--- src/window_average_pass_detector_top_assert.svh ---
// assertion macros for the pass detector
`ifndef WINDOW_AVERAGE_PASS_DETECTOR_TOP_ASSERT_SVH
`define WINDOW_AVERAGE_PASS_DETECTOR_TOP_ASSERT_SVH

// clocked check, masked while reset is held
`define WAPD_ASSERT(lbl, prop, msg) \
  lbl: assert property (@(posedge clk_i) disable iff (!rst_ni) prop) else $error(msg);

// clocked check that also holds during reset
`define WAPD_ASSERT_ALWAYS(lbl, prop, msg) \
  lbl: assert property (@(posedge clk_i) prop) else $error(msg);

`endif

--- src/wapd_pkg.sv ---
package wapd_pkg;

  localparam int unsigned DATA_W              = 16;
  localparam int unsigned MIN_W               = 8;
  localparam int unsigned DEFAULT_WINDOW_SIZE = 40;

  localparam logic [MIN_W-1:0]  MIN_CAP         = 8'd255;
  localparam logic [DATA_W-1:0] THRESHOLD_RESET = 16'd150;

  typedef enum logic [2:0] {
    ST_IDLE,
    ST_WALK,
    ST_TAIL,
    ST_CHECK,
    ST_DIV,
    ST_EMIT
  } wapd_state_e;

  typedef struct packed {
    logic start;
  } wapd_div_ctrl_t;

  typedef struct packed {
    logic busy;
    logic done;
  } wapd_div_stat_t;

endpackage

--- src/wapd_window_mem.sv ---
module wapd_window_mem #(
  parameter int unsigned DEPTH = wapd_pkg::DEFAULT_WINDOW_SIZE,
  localparam int unsigned AW   = (DEPTH > 1) ? $clog2(DEPTH) : 1
) (
  input  logic                       clk_i,
  input  logic                       we_i,
  input  logic [AW-1:0]              waddr_i,
  input  logic [wapd_pkg::DATA_W-1:0] wdata_i,
  input  logic [AW-1:0]              raddr_i,
  output logic [wapd_pkg::DATA_W-1:0] rdata_o
);

  logic [wapd_pkg::DATA_W-1:0] mem [DEPTH];
  logic [wapd_pkg::DATA_W-1:0] rdata_q;

  always_ff @(posedge clk_i) begin
    if (we_i) begin
      mem[waddr_i] <= wdata_i;
    end
  end

  // registered read port
  always_ff @(posedge clk_i) begin
    rdata_q <= mem[raddr_i];
  end

  assign rdata_o = rdata_q;

endmodule

--- src/wapd_div.sv ---
module wapd_div #(
  parameter int unsigned DIVIDEND_W = 22,
  parameter int unsigned DIVISOR    = wapd_pkg::DEFAULT_WINDOW_SIZE
) (
  input  logic                    clk_i,
  input  logic                    rst_ni,
  input  wapd_pkg::wapd_div_ctrl_t ctrl_i,
  input  logic [DIVIDEND_W-1:0]   dividend_i,
  output wapd_pkg::wapd_div_stat_t stat_o,
  output logic [DIVIDEND_W-1:0]   quotient_o
);

  // floor(x / DIVISOR) as (x * ceil(2^SHIFT / DIVISOR)) >> SHIFT, exact for any
  // DIVIDEND_W-bit x since the rounding error stays below 1 / DIVISOR
  localparam int unsigned SHIFT   = DIVIDEND_W + $clog2(DIVISOR);
  localparam int unsigned RECIP_W = DIVIDEND_W + 1;
  localparam int unsigned PROD_W  = DIVIDEND_W + RECIP_W;
  localparam longint unsigned RECIP_L =
    ((64'd1 << SHIFT) + 64'(DIVISOR) - 64'd1) / 64'(DIVISOR);
  localparam logic [RECIP_W-1:0] RECIP = RECIP_W'(RECIP_L);

  logic [DIVIDEND_W-1:0] dvd_q;
  logic [PROD_W-1:0]     prod_q;
  logic                  busy_q;
  logic                  done_q;

  // start latches the operand, the next cycle forms the product
  always_ff @(posedge clk_i or negedge rst_ni) begin
    if (!rst_ni) begin
      busy_q <= 1'b0;
      done_q <= 1'b0;
    end else begin
      busy_q <= ctrl_i.start;
      done_q <= busy_q;
    end
  end

  always_ff @(posedge clk_i) begin
    if (ctrl_i.start) begin
      dvd_q <= dividend_i;
    end
    if (busy_q) begin
      prod_q <= PROD_W'(dvd_q) * PROD_W'(RECIP);
    end
  end

  assign stat_o.busy = busy_q;
  assign stat_o.done = done_q;
  assign quotient_o  = DIVIDEND_W'(prod_q >> SHIFT);

endmodule

--- src/window_average_pass_detector_top.sv ---
// channel   | direction | handshake               | payload
// ----------+-----------+-------------------------+-----------------------------------
// sample    | in        | in_valid_i / in_stall_o | sample_distance_i[15:0]
// result    | out       | out_valid_o/out_stall_i | window_mean_o[15:0], window_minimum_o[7:0]
// config    | in        | cfg_we_i                | pass_threshold_i[15:0]
//
// a sample that leaves the window short of full is only stored, a full window
// is walked entry by entry from the read port through the shared adder, and
// a pass then runs the reciprocal multiply and loads the output register
// in_stall_o stays high while a transaction is being worked on
// a pending result waits in the output register; a second pass waits for it
// reset clears the fill count and write position, the window memory is not cleared
module window_average_pass_detector_top #(
  parameter int unsigned WINDOW_SIZE = wapd_pkg::DEFAULT_WINDOW_SIZE
) (
  input  logic                         clk_i,
  input  logic                         rst_ni,
  input  logic                         cfg_we_i,
  input  logic [wapd_pkg::DATA_W-1:0]  pass_threshold_i,
  input  logic                         in_valid_i,
  output logic                         in_stall_o,
  input  logic [wapd_pkg::DATA_W-1:0]  sample_distance_i,
  output logic                         out_valid_o,
  input  logic                         out_stall_i,
  output logic [wapd_pkg::DATA_W-1:0]  window_mean_o,
  output logic [wapd_pkg::MIN_W-1:0]   window_minimum_o
);

  `include "window_average_pass_detector_top_assert.svh"

  localparam int unsigned AW     = (WINDOW_SIZE > 1) ? $clog2(WINDOW_SIZE) : 1;
  localparam int unsigned FILL_W = $clog2(WINDOW_SIZE + 1);
  // sum of all entries never exceeds 65535 * WINDOW_SIZE
  localparam int unsigned SUM_W  = wapd_pkg::DATA_W + $clog2(WINDOW_SIZE);
  localparam logic [AW-1:0]     LAST_ADDR = AW'(WINDOW_SIZE - 1);
  localparam logic [FILL_W-1:0] FULL      = FILL_W'(WINDOW_SIZE);

  wapd_pkg::wapd_state_e state_q, state_d;

  logic [wapd_pkg::DATA_W-1:0] thr_q;
  logic [SUM_W-1:0]            prod_q;
  logic [FILL_W-1:0]           fill_q, fill_d, fill_inc;
  logic [AW-1:0]               wr_pos_q, wr_pos_d, wr_pos_inc;
  logic [AW-1:0]               rd_addr_q, rd_addr_d;
  logic                        rd_valid_q;
  logic [SUM_W-1:0]            sum_q, sum_d;
  logic [wapd_pkg::MIN_W-1:0]  min_q, min_d;
  logic                        out_valid_q, out_valid_d;
  logic [wapd_pkg::DATA_W-1:0] mean_q;
  logic [wapd_pkg::MIN_W-1:0]  min_out_q;

  logic                        in_accept;
  logic                        out_free;
  logic                        out_load;
  logic [wapd_pkg::DATA_W-1:0] rd_data;
  logic [SUM_W-1:0]            quotient;

  wapd_pkg::wapd_div_ctrl_t div_ctrl;
  wapd_pkg::wapd_div_stat_t div_stat;

  assign in_stall_o = (state_q != wapd_pkg::ST_IDLE);
  assign in_accept  = in_valid_i && !in_stall_o;
  // output slot is free when empty or being drained this cycle
  assign out_free   = !out_valid_q || !out_stall_i;

  assign fill_inc   = (fill_q < FULL) ? (fill_q + 1'b1) : fill_q;
  assign wr_pos_inc = (wr_pos_q == LAST_ADDR) ? '0 : (wr_pos_q + 1'b1);

  wapd_window_mem #(
    .DEPTH (WINDOW_SIZE)
  ) u_mem (
    .clk_i   (clk_i),
    .we_i    (in_accept),
    .waddr_i (wr_pos_q),
    .wdata_i (sample_distance_i),
    .raddr_i (rd_addr_q),
    .rdata_o (rd_data)
  );

  wapd_div #(
    .DIVIDEND_W (SUM_W),
    .DIVISOR    (WINDOW_SIZE)
  ) u_div (
    .clk_i      (clk_i),
    .rst_ni     (rst_ni),
    .ctrl_i     (div_ctrl),
    .dividend_i (sum_q),
    .stat_o     (div_stat),
    .quotient_o (quotient)
  );

  // sequencer: store, walk the window, compare, divide, emit
  always_comb begin
    state_d        = state_q;
    fill_d         = fill_q;
    wr_pos_d       = wr_pos_q;
    rd_addr_d      = rd_addr_q;
    sum_d          = sum_q;
    min_d          = min_q;
    div_ctrl.start = 1'b0;
    out_load       = 1'b0;

    // shared adder and min compare, one entry per cycle from the read port
    if (rd_valid_q) begin
      sum_d = sum_q + SUM_W'(rd_data);
      if (rd_data < wapd_pkg::DATA_W'(min_q)) begin
        min_d = rd_data[wapd_pkg::MIN_W-1:0];
      end
    end

    case (state_q)
      wapd_pkg::ST_IDLE: begin
        if (in_accept) begin
          fill_d   = fill_inc;
          wr_pos_d = wr_pos_inc;
          // window full after this sample: evaluate it
          if (fill_inc == FULL) begin
            state_d   = wapd_pkg::ST_WALK;
            rd_addr_d = '0;
            sum_d     = '0;
            min_d     = wapd_pkg::MIN_CAP;
          end
        end
      end
      wapd_pkg::ST_WALK: begin
        if (rd_addr_q == LAST_ADDR) begin
          state_d = wapd_pkg::ST_TAIL;
        end else begin
          rd_addr_d = rd_addr_q + 1'b1;
        end
      end
      wapd_pkg::ST_TAIL: begin
        // last entry lands in the accumulator this cycle
        state_d = wapd_pkg::ST_CHECK;
      end
      wapd_pkg::ST_CHECK: begin
        // mean at or below threshold, compared as sum <= threshold * N
        if (sum_q <= prod_q) begin
          div_ctrl.start = 1'b1;
          fill_d         = '0;
          wr_pos_d       = '0;
          state_d        = wapd_pkg::ST_DIV;
        end else begin
          state_d = wapd_pkg::ST_IDLE;
        end
      end
      wapd_pkg::ST_DIV: begin
        if (div_stat.done) begin
          state_d = wapd_pkg::ST_EMIT;
        end
      end
      wapd_pkg::ST_EMIT: begin
        if (out_free) begin
          out_load = 1'b1;
          state_d  = wapd_pkg::ST_IDLE;
        end
      end
      default: begin
        state_d = wapd_pkg::ST_IDLE;
      end
    endcase
  end

  always_comb begin
    out_valid_d = out_valid_q;
    if (out_valid_q && !out_stall_i) begin
      out_valid_d = 1'b0;
    end
    if (out_load) begin
      out_valid_d = 1'b1;
    end
  end

  always_ff @(posedge clk_i or negedge rst_ni) begin
    if (!rst_ni) begin
      state_q     <= wapd_pkg::ST_IDLE;
      thr_q       <= wapd_pkg::THRESHOLD_RESET;
      fill_q      <= '0;
      wr_pos_q    <= '0;
      rd_addr_q   <= '0;
      rd_valid_q  <= 1'b0;
      out_valid_q <= 1'b0;
    end else begin
      state_q     <= state_d;
      fill_q      <= fill_d;
      wr_pos_q    <= wr_pos_d;
      rd_addr_q   <= rd_addr_d;
      // a read issued in the walk returns its data in the next cycle
      rd_valid_q  <= (state_q == wapd_pkg::ST_WALK);
      out_valid_q <= out_valid_d;
      if (cfg_we_i) begin
        thr_q <= pass_threshold_i;
      end
    end
  end

  // datapath registers, no reset needed
  always_ff @(posedge clk_i) begin
    // limit is registered from the threshold and follows it in the next cycle
    prod_q <= SUM_W'(thr_q) * SUM_W'(WINDOW_SIZE);
    sum_q  <= sum_d;
    min_q  <= min_d;
    if (out_load) begin
      mean_q    <= quotient[wapd_pkg::DATA_W-1:0];
      min_out_q <= min_q;
    end
  end

  assign out_valid_o      = out_valid_q;
  assign window_mean_o    = mean_q;
  assign window_minimum_o = min_out_q;

  // divider only runs for a window that passed the compare
  `WAPD_ASSERT(a_div_after_pass, (state_q == wapd_pkg::ST_DIV) |-> (sum_q <= prod_q), "divide without pass")
  // a fresh result leaves the window emptied
  `WAPD_ASSERT(a_emit_clears, $rose(out_valid_o) |-> (fill_q == '0 && wr_pos_q == '0), "window not cleared")
  // the floored mean can never exceed the threshold it passed
  `WAPD_ASSERT(a_mean_bound, out_load |=> (window_mean_o <= thr_q), "mean above threshold")
  // no transaction is taken while the sequencer is busy, even in reset
  `WAPD_ASSERT_ALWAYS(a_idle_accept, in_accept |-> (state_q == wapd_pkg::ST_IDLE && !div_stat.busy), "accept while busy")

endmodule
--- config.mk ---
export PLATFORM = sky130hd
export DESIGN_NAME = window_average_pass_detector_top
export DESIGN_NICKNAME = d
export VERILOG_FILES = /design/src/wapd_pkg.sv /design/src/wapd_window_mem.sv /design/src/wapd_div.sv /design/src/window_average_pass_detector_top.sv
export VERILOG_INCLUDE_DIRS = /design/src /design/src/src
export SDC_FILE = /design/constraint.sdc
export NUM_CORES = 1
export LEC_CHECK = 0
export ABC_AREA = 0
export BUFFER_PORTS_ARGS = -buffer_cell sky130_fd_sc_hd__buf_2
export CAP_MARGIN = 20
export CORE_ASPECT_RATIO = 0.6
export CORE_MARGIN = 3
export CORE_UTILIZATION = 40
export DETAILED_ROUTE_END_ITERATION = 6
export SKIP_LAST_GASP = 1
export SYNTH_ARGS = -nofsm -noshare
export SYNTH_HDL_FRONTEND = slang
export SYNTH_SLANG_ARGS = --single-unit
export TNS_END_PERCENT = 20
--- constraint.sdc ---
create_clock -name clk_i -period 10.1 [get_ports clk_i]
set_input_delay 1.01 -clock clk_i [delete_from_list [all_inputs] [get_ports clk_i]]
set_output_delay 1.01 -clock clk_i [all_outputs]
set_load 0.05 [all_outputs]
==> metrics.yaml <==
ctsHtreeMaxLevel: 3
layout_common_cells: "702 x sky130_fd_sc_hd__edfxtp_1, 278 x sky130_fd_sc_hd__inv_1, 246 x sky130_fd_sc_hd__ha_1"
cts_buffer_depth: 3
drc: 0
cts_buffers: 78
crit_path_max_fanout: 5
io_pins: 63
postSynthNetCount: 2913
vias_in_the_first_global_route: 21700
synth-compound-area-share: 0.0523
ys_dominant_reg_cell: "sky130_fd_sc_hd__edfxtp_1"
finalNetCount: 3022
globalRoute.totalOverflow: 0
crit_arrival_ns: 7.18
post-cts-setup-buffers: 0
outcome: "finished clean"
worst_slew_margin_rel: 0.301
gr-usage-all-layers: 0.190
grt_antenna_before_repair: 5
post_synth_xor_area_fraction: 0.0109
clkSlewWorstSetupHoldPaths_ns: 0.08
dpl-instance-area_um2: 41300
post_route_cells_drive_above_1_share: 0.173
report.final.setup_viol: 0
worstSetupStartpointType: "register"
maxCapViolCount: 0
final-instance-count-excl-fill: 3964
synth_adder_area_share: 0.152
ys_types: 76
layout-area-overhead-vs-synth_pct: 11.6
synthesis.area_um2: 39300
start_util: 0.406
critical_path.reg2reg.endpoint: "u_div.prod_q[38]"
cts_hold_buf: 0
die_x_um: 411
rsz0062_at_grt: "no"
fin_skew_ns: 0.0257
critical_path_class: "register to register"
yosysWarnings: 0
rrSetupSlack_ns: 3.33
gp_congestion: 0.892
end_kind: "register"
place.detailed.hpwl_um: 66400
post_synth_and_or_nand_nor_area_fraction: 0.0372
final_common_cell: "sky130_fd_sc_hd__edfxtp_1"
worstPathRequired_ns: 10.51
final.period_utilization: 0.671
finalHoldViolCount: 0
rr_worst_depth: 23
die_height_um: 249
final_util: 0.454
finish.instance_area_um2: 43900
dominant_combinational_cell_family_by_area_after_synthesis: "adder cells"
tritoncts: "yes"
placed_cells_incl_taps: 3819
synth-seq-cells: 808
layout.filler_cells: 8354
wirelength_um: 96700
postSynthCellCount: 2486
dr_total_vias: 21500
finalWorstPathRequiredPeriod_ns: 6.77
post_detailed_route_count_of_antenna_violating_nets: 0
cts.sink_count: 808
number_of_i_o_port_buffers: 62
portion_of_the_post_synthesis_area_used_by_sequential_elements: 0.595
avgViaCountPerCell: 5.41
detail_route.wl_per_cell_um: 24.4
share_of_synthesized_flip_flops_with_an_asynchronous_set_or_reset: 0.0507
worst_pin_slew_ns: 1.02
grt_start_max_net_pins: 98
cts-root-buf: "sky130_fd_sc_hd__clkbuf_16"
number_of_max_slew_violations_in_the_final_report: 0
die_area_um2: 102000
placement_rows: 88
synthMuxAreaShare: 0.115
grt_pass1_wl_um: 143000
crit-reg2reg-launch: "u_div.dvd_q[5]"
worst_setup_path_startpoint: "u_div.dvd_q[5]"
drt_pass1_iterations: 5
detail_route.iter0.violations: 2225
timing.fmax_ghz: 0.148
placeable_core_region_um2: 96800
synth_area_per_cell_um2: 15.8
clock_latency_ns: 0.67
post_cts.resized_instances: 0
fin_setup_tns_ns: 0
timing.hold.worst.class: "input pin to asynchronous set/reset pin"
synth_enable_flop_cells: 702
-- cells in the mapped netlist (5+ instances only) --
| cell | number | area [µm²] |
|---|---|---|
| sky130_fd_sc_hd__a31oi_1 | 9 | 56.3 |
| sky130_fd_sc_hd__nand2_1 | 52 | 195 |
| sky130_fd_sc_hd__o21ai_0 | 47 | 235 |
| sky130_fd_sc_hd__and2_1 | 5 | 31.3 |
| sky130_fd_sc_hd__dfrtp_1 | 37 | 926 |
| sky130_fd_sc_hd__nand2b_1 | 20 | 125 |
| sky130_fd_sc_hd__nor2_1 | 113 | 424 |
| sky130_fd_sc_hd__ha_1 | 246 | 3080 |
| sky130_fd_sc_hd__mux2_2 | 55 | 619 |
| sky130_fd_sc_hd__fa_1 | 144 | 2880 |
| sky130_fd_sc_hd__a311oi_1 | 6 | 52.6 |
| sky130_fd_sc_hd__inv_1 | 278 | 1040 |
| sky130_fd_sc_hd__mux2i_1 | 67 | 671 |
| sky130_fd_sc_hd__a32oi_1 | 12 | 105 |
| sky130_fd_sc_hd__buf_4 | 15 | 113 |
| sky130_fd_sc_hd__edfxtp_1 | 702 | 21100 |
| sky130_fd_sc_hd__o21ai_1 | 5 | 25.0 |
| sky130_fd_sc_hd__a211oi_1 | 8 | 60.1 |
| sky130_fd_sc_hd__o21a_1 | 8 | 60.1 |
| sky130_fd_sc_hd__a22oi_1 | 16 | 120 |
| sky130_fd_sc_hd__xor2_1 | 18 | 158 |
| sky130_fd_sc_hd__or3_1 | 5 | 31.3 |
| sky130_fd_sc_hd__dfxtp_1 | 65 | 1300 |
| sky130_fd_sc_hd__nor3_1 | 11 | 55.1 |
| sky130_fd_sc_hd__and3_1 | 7 | 43.8 |
| sky130_fd_sc_hd__xnor2_1 | 31 | 272 |
| sky130_fd_sc_hd__nor4_1 | 6 | 37.5 |
| sky130_fd_sc_hd__nor2b_1 | 12 | 75.1 |
| sky130_fd_sc_hd__buf_1 | 12 | 45.0 |
| sky130_fd_sc_hd__a21oi_1 | 102 | 510 |
| sky130_fd_sc_hd__nand3_1 | 35 | 175 |
| sky130_fd_sc_hd__mux4_2 | 144 | 3240 |
| sky130_fd_sc_hd__clkbuf_1 | 39 | 146 |
| sky130_fd_sc_hd__buf_2 | 15 | 75.1 |
| sky130_fd_sc_hd__a221oi_1 | 9 | 78.8 |
| sky130_fd_sc_hd__a211o_1 | 5 | 43.8 |
| sky130_fd_sc_hd__a21o_1 | 20 | 150 |
| sky130_fd_sc_hd__nor4b_1 | 6 | 52.6 |
| sky130_fd_sc_hd__nand4_1 | 12 | 75.1 |
| sky130_fd_sc_hd__a21boi_0 | 20 | 150 |
| sky130_fd_sc_hd__o21bai_1 | 9 | 67.6 |
-- through the flow --
| stage | hold WS (ns) | worst slack, ns |
|---|---|---|
| global route | 0.287 | 2.99 |
| finish | 0.289 | 3.33 |
| detailed placement | 0.405 | 3.36 |
| CTS | 0.419 | 3.32 |
| floorplan | 0.370 | 3.98 |
| global placement | 0.396 | 3.37 |
-- worst max path at each step --
stage	endpoint	slack, ns	cells after the start
floorplan	u_div.prod_q[42]	3.98	21
global placement	u_div.prod_q[42]	3.37	23
detailed placement	u_div.prod_q[36]	3.36	21
CTS	u_div.prod_q[36]	3.32	21
global route	u_div.prod_q[42]	2.99	23
finish	u_div.prod_q[38]	3.33	23
-- logic make-up after synthesis --
| kind of cell | count (synthesis) |
|---|---|
| AO/OA/AOI/OAI | 310 |
| XOR/XNOR | 49 |
| adder cells (fa/ha/maj) | 390 |
| buffers and inverters | 363 |
| flip-flops | 808 |
| multiplexers | 266 |
| AND/OR/NAND/NOR | 300 |
-- flip-flops by register name, summed over array words and instances (netlist names), 3 cells and up --
name              count
wr_pos_q              6
u_div.prod_q         16
window_minimum_o      8
u_div.dvd_q          22
u_mem.mem           640
sum_q                22
state_q               3
fill_q                6
min_q                 8
window_mean_o        16
u_mem.rdata_o        16
prod_q               19
rd_addr_q             6
thr_q                16
-- metal layers --
metal | routed length, µm | vias to the layer above | share of wire | track usage
met5 | 0 | - | 0 | 0
li1 | - | 9523 | - | -
met3 | 10200 | 107 | 0.11 | 0.0719
met2 | 38700 | 756 | 0.40 | 0.254
met4 | 1360 | 0 | 0.014 | 0.0305
met1 | 46500 | 11100 | 0.48 | 0.295
-- critical path, cell delays in order, from the launching register on --
cell and delay, ns:
sky130_fd_sc_hd__edfxtp_1 0.48, sky130_fd_sc_hd__inv_1 0.08, sky130_fd_sc_hd__ha_1 0.35, sky130_fd_sc_hd__fa_1 0.51, sky130_fd_sc_hd__fa_1 0.50, sky130_fd_sc_hd__inv_1 0.09, sky130_fd_sc_hd__fa_1 0.67, sky130_fd_sc_hd__inv_1 0.09
sky130_fd_sc_hd__fa_1 0.48, sky130_fd_sc_hd__inv_1 0.05, sky130_fd_sc_hd__fa_1 0.48, sky130_fd_sc_hd__inv_1 0.05, sky130_fd_sc_hd__fa_1 0.49, sky130_fd_sc_hd__inv_1 0.04, sky130_fd_sc_hd__ha_1 0.27, sky130_fd_sc_hd__o21ai_1 0.09
sky130_fd_sc_hd__a2111o_1 0.24, sky130_fd_sc_hd__nor4_4 0.05, sky130_fd_sc_hd__a221oi_2 0.44, sky130_fd_sc_hd__nand3_2 0.25, sky130_fd_sc_hd__a311oi_4 0.45, sky130_fd_sc_hd__o31ai_2 0.13, sky130_fd_sc_hd__a21oi_2 0.16, sky130_fd_sc_hd__xnor2_1 0.07
-- cell type report --
| type | count | area (µm²) | share of cell area |
|---|---|---|---|
| timing repair buffer | 114 | 766 | 0.0174 |
| clock inverter | 54 | 553 | 0.0126 |
| antenna | 2 | 5.00 | 0.000114 |
| clock buffer | 88 | 2020 | 0.0460 |
| inverter | 278 | 1040 | 0.0238 |
| sequential | 808 | 23400 | 0.534 |
| multi-input combinational | 1315 | 14500 | 0.329 |
| tap | 1305 | 1630 | 0.0372 |
Power is left out: the tool's default activity adds up to more than one toggle a clock period on the data nets, which glitch-free logic cannot reach.
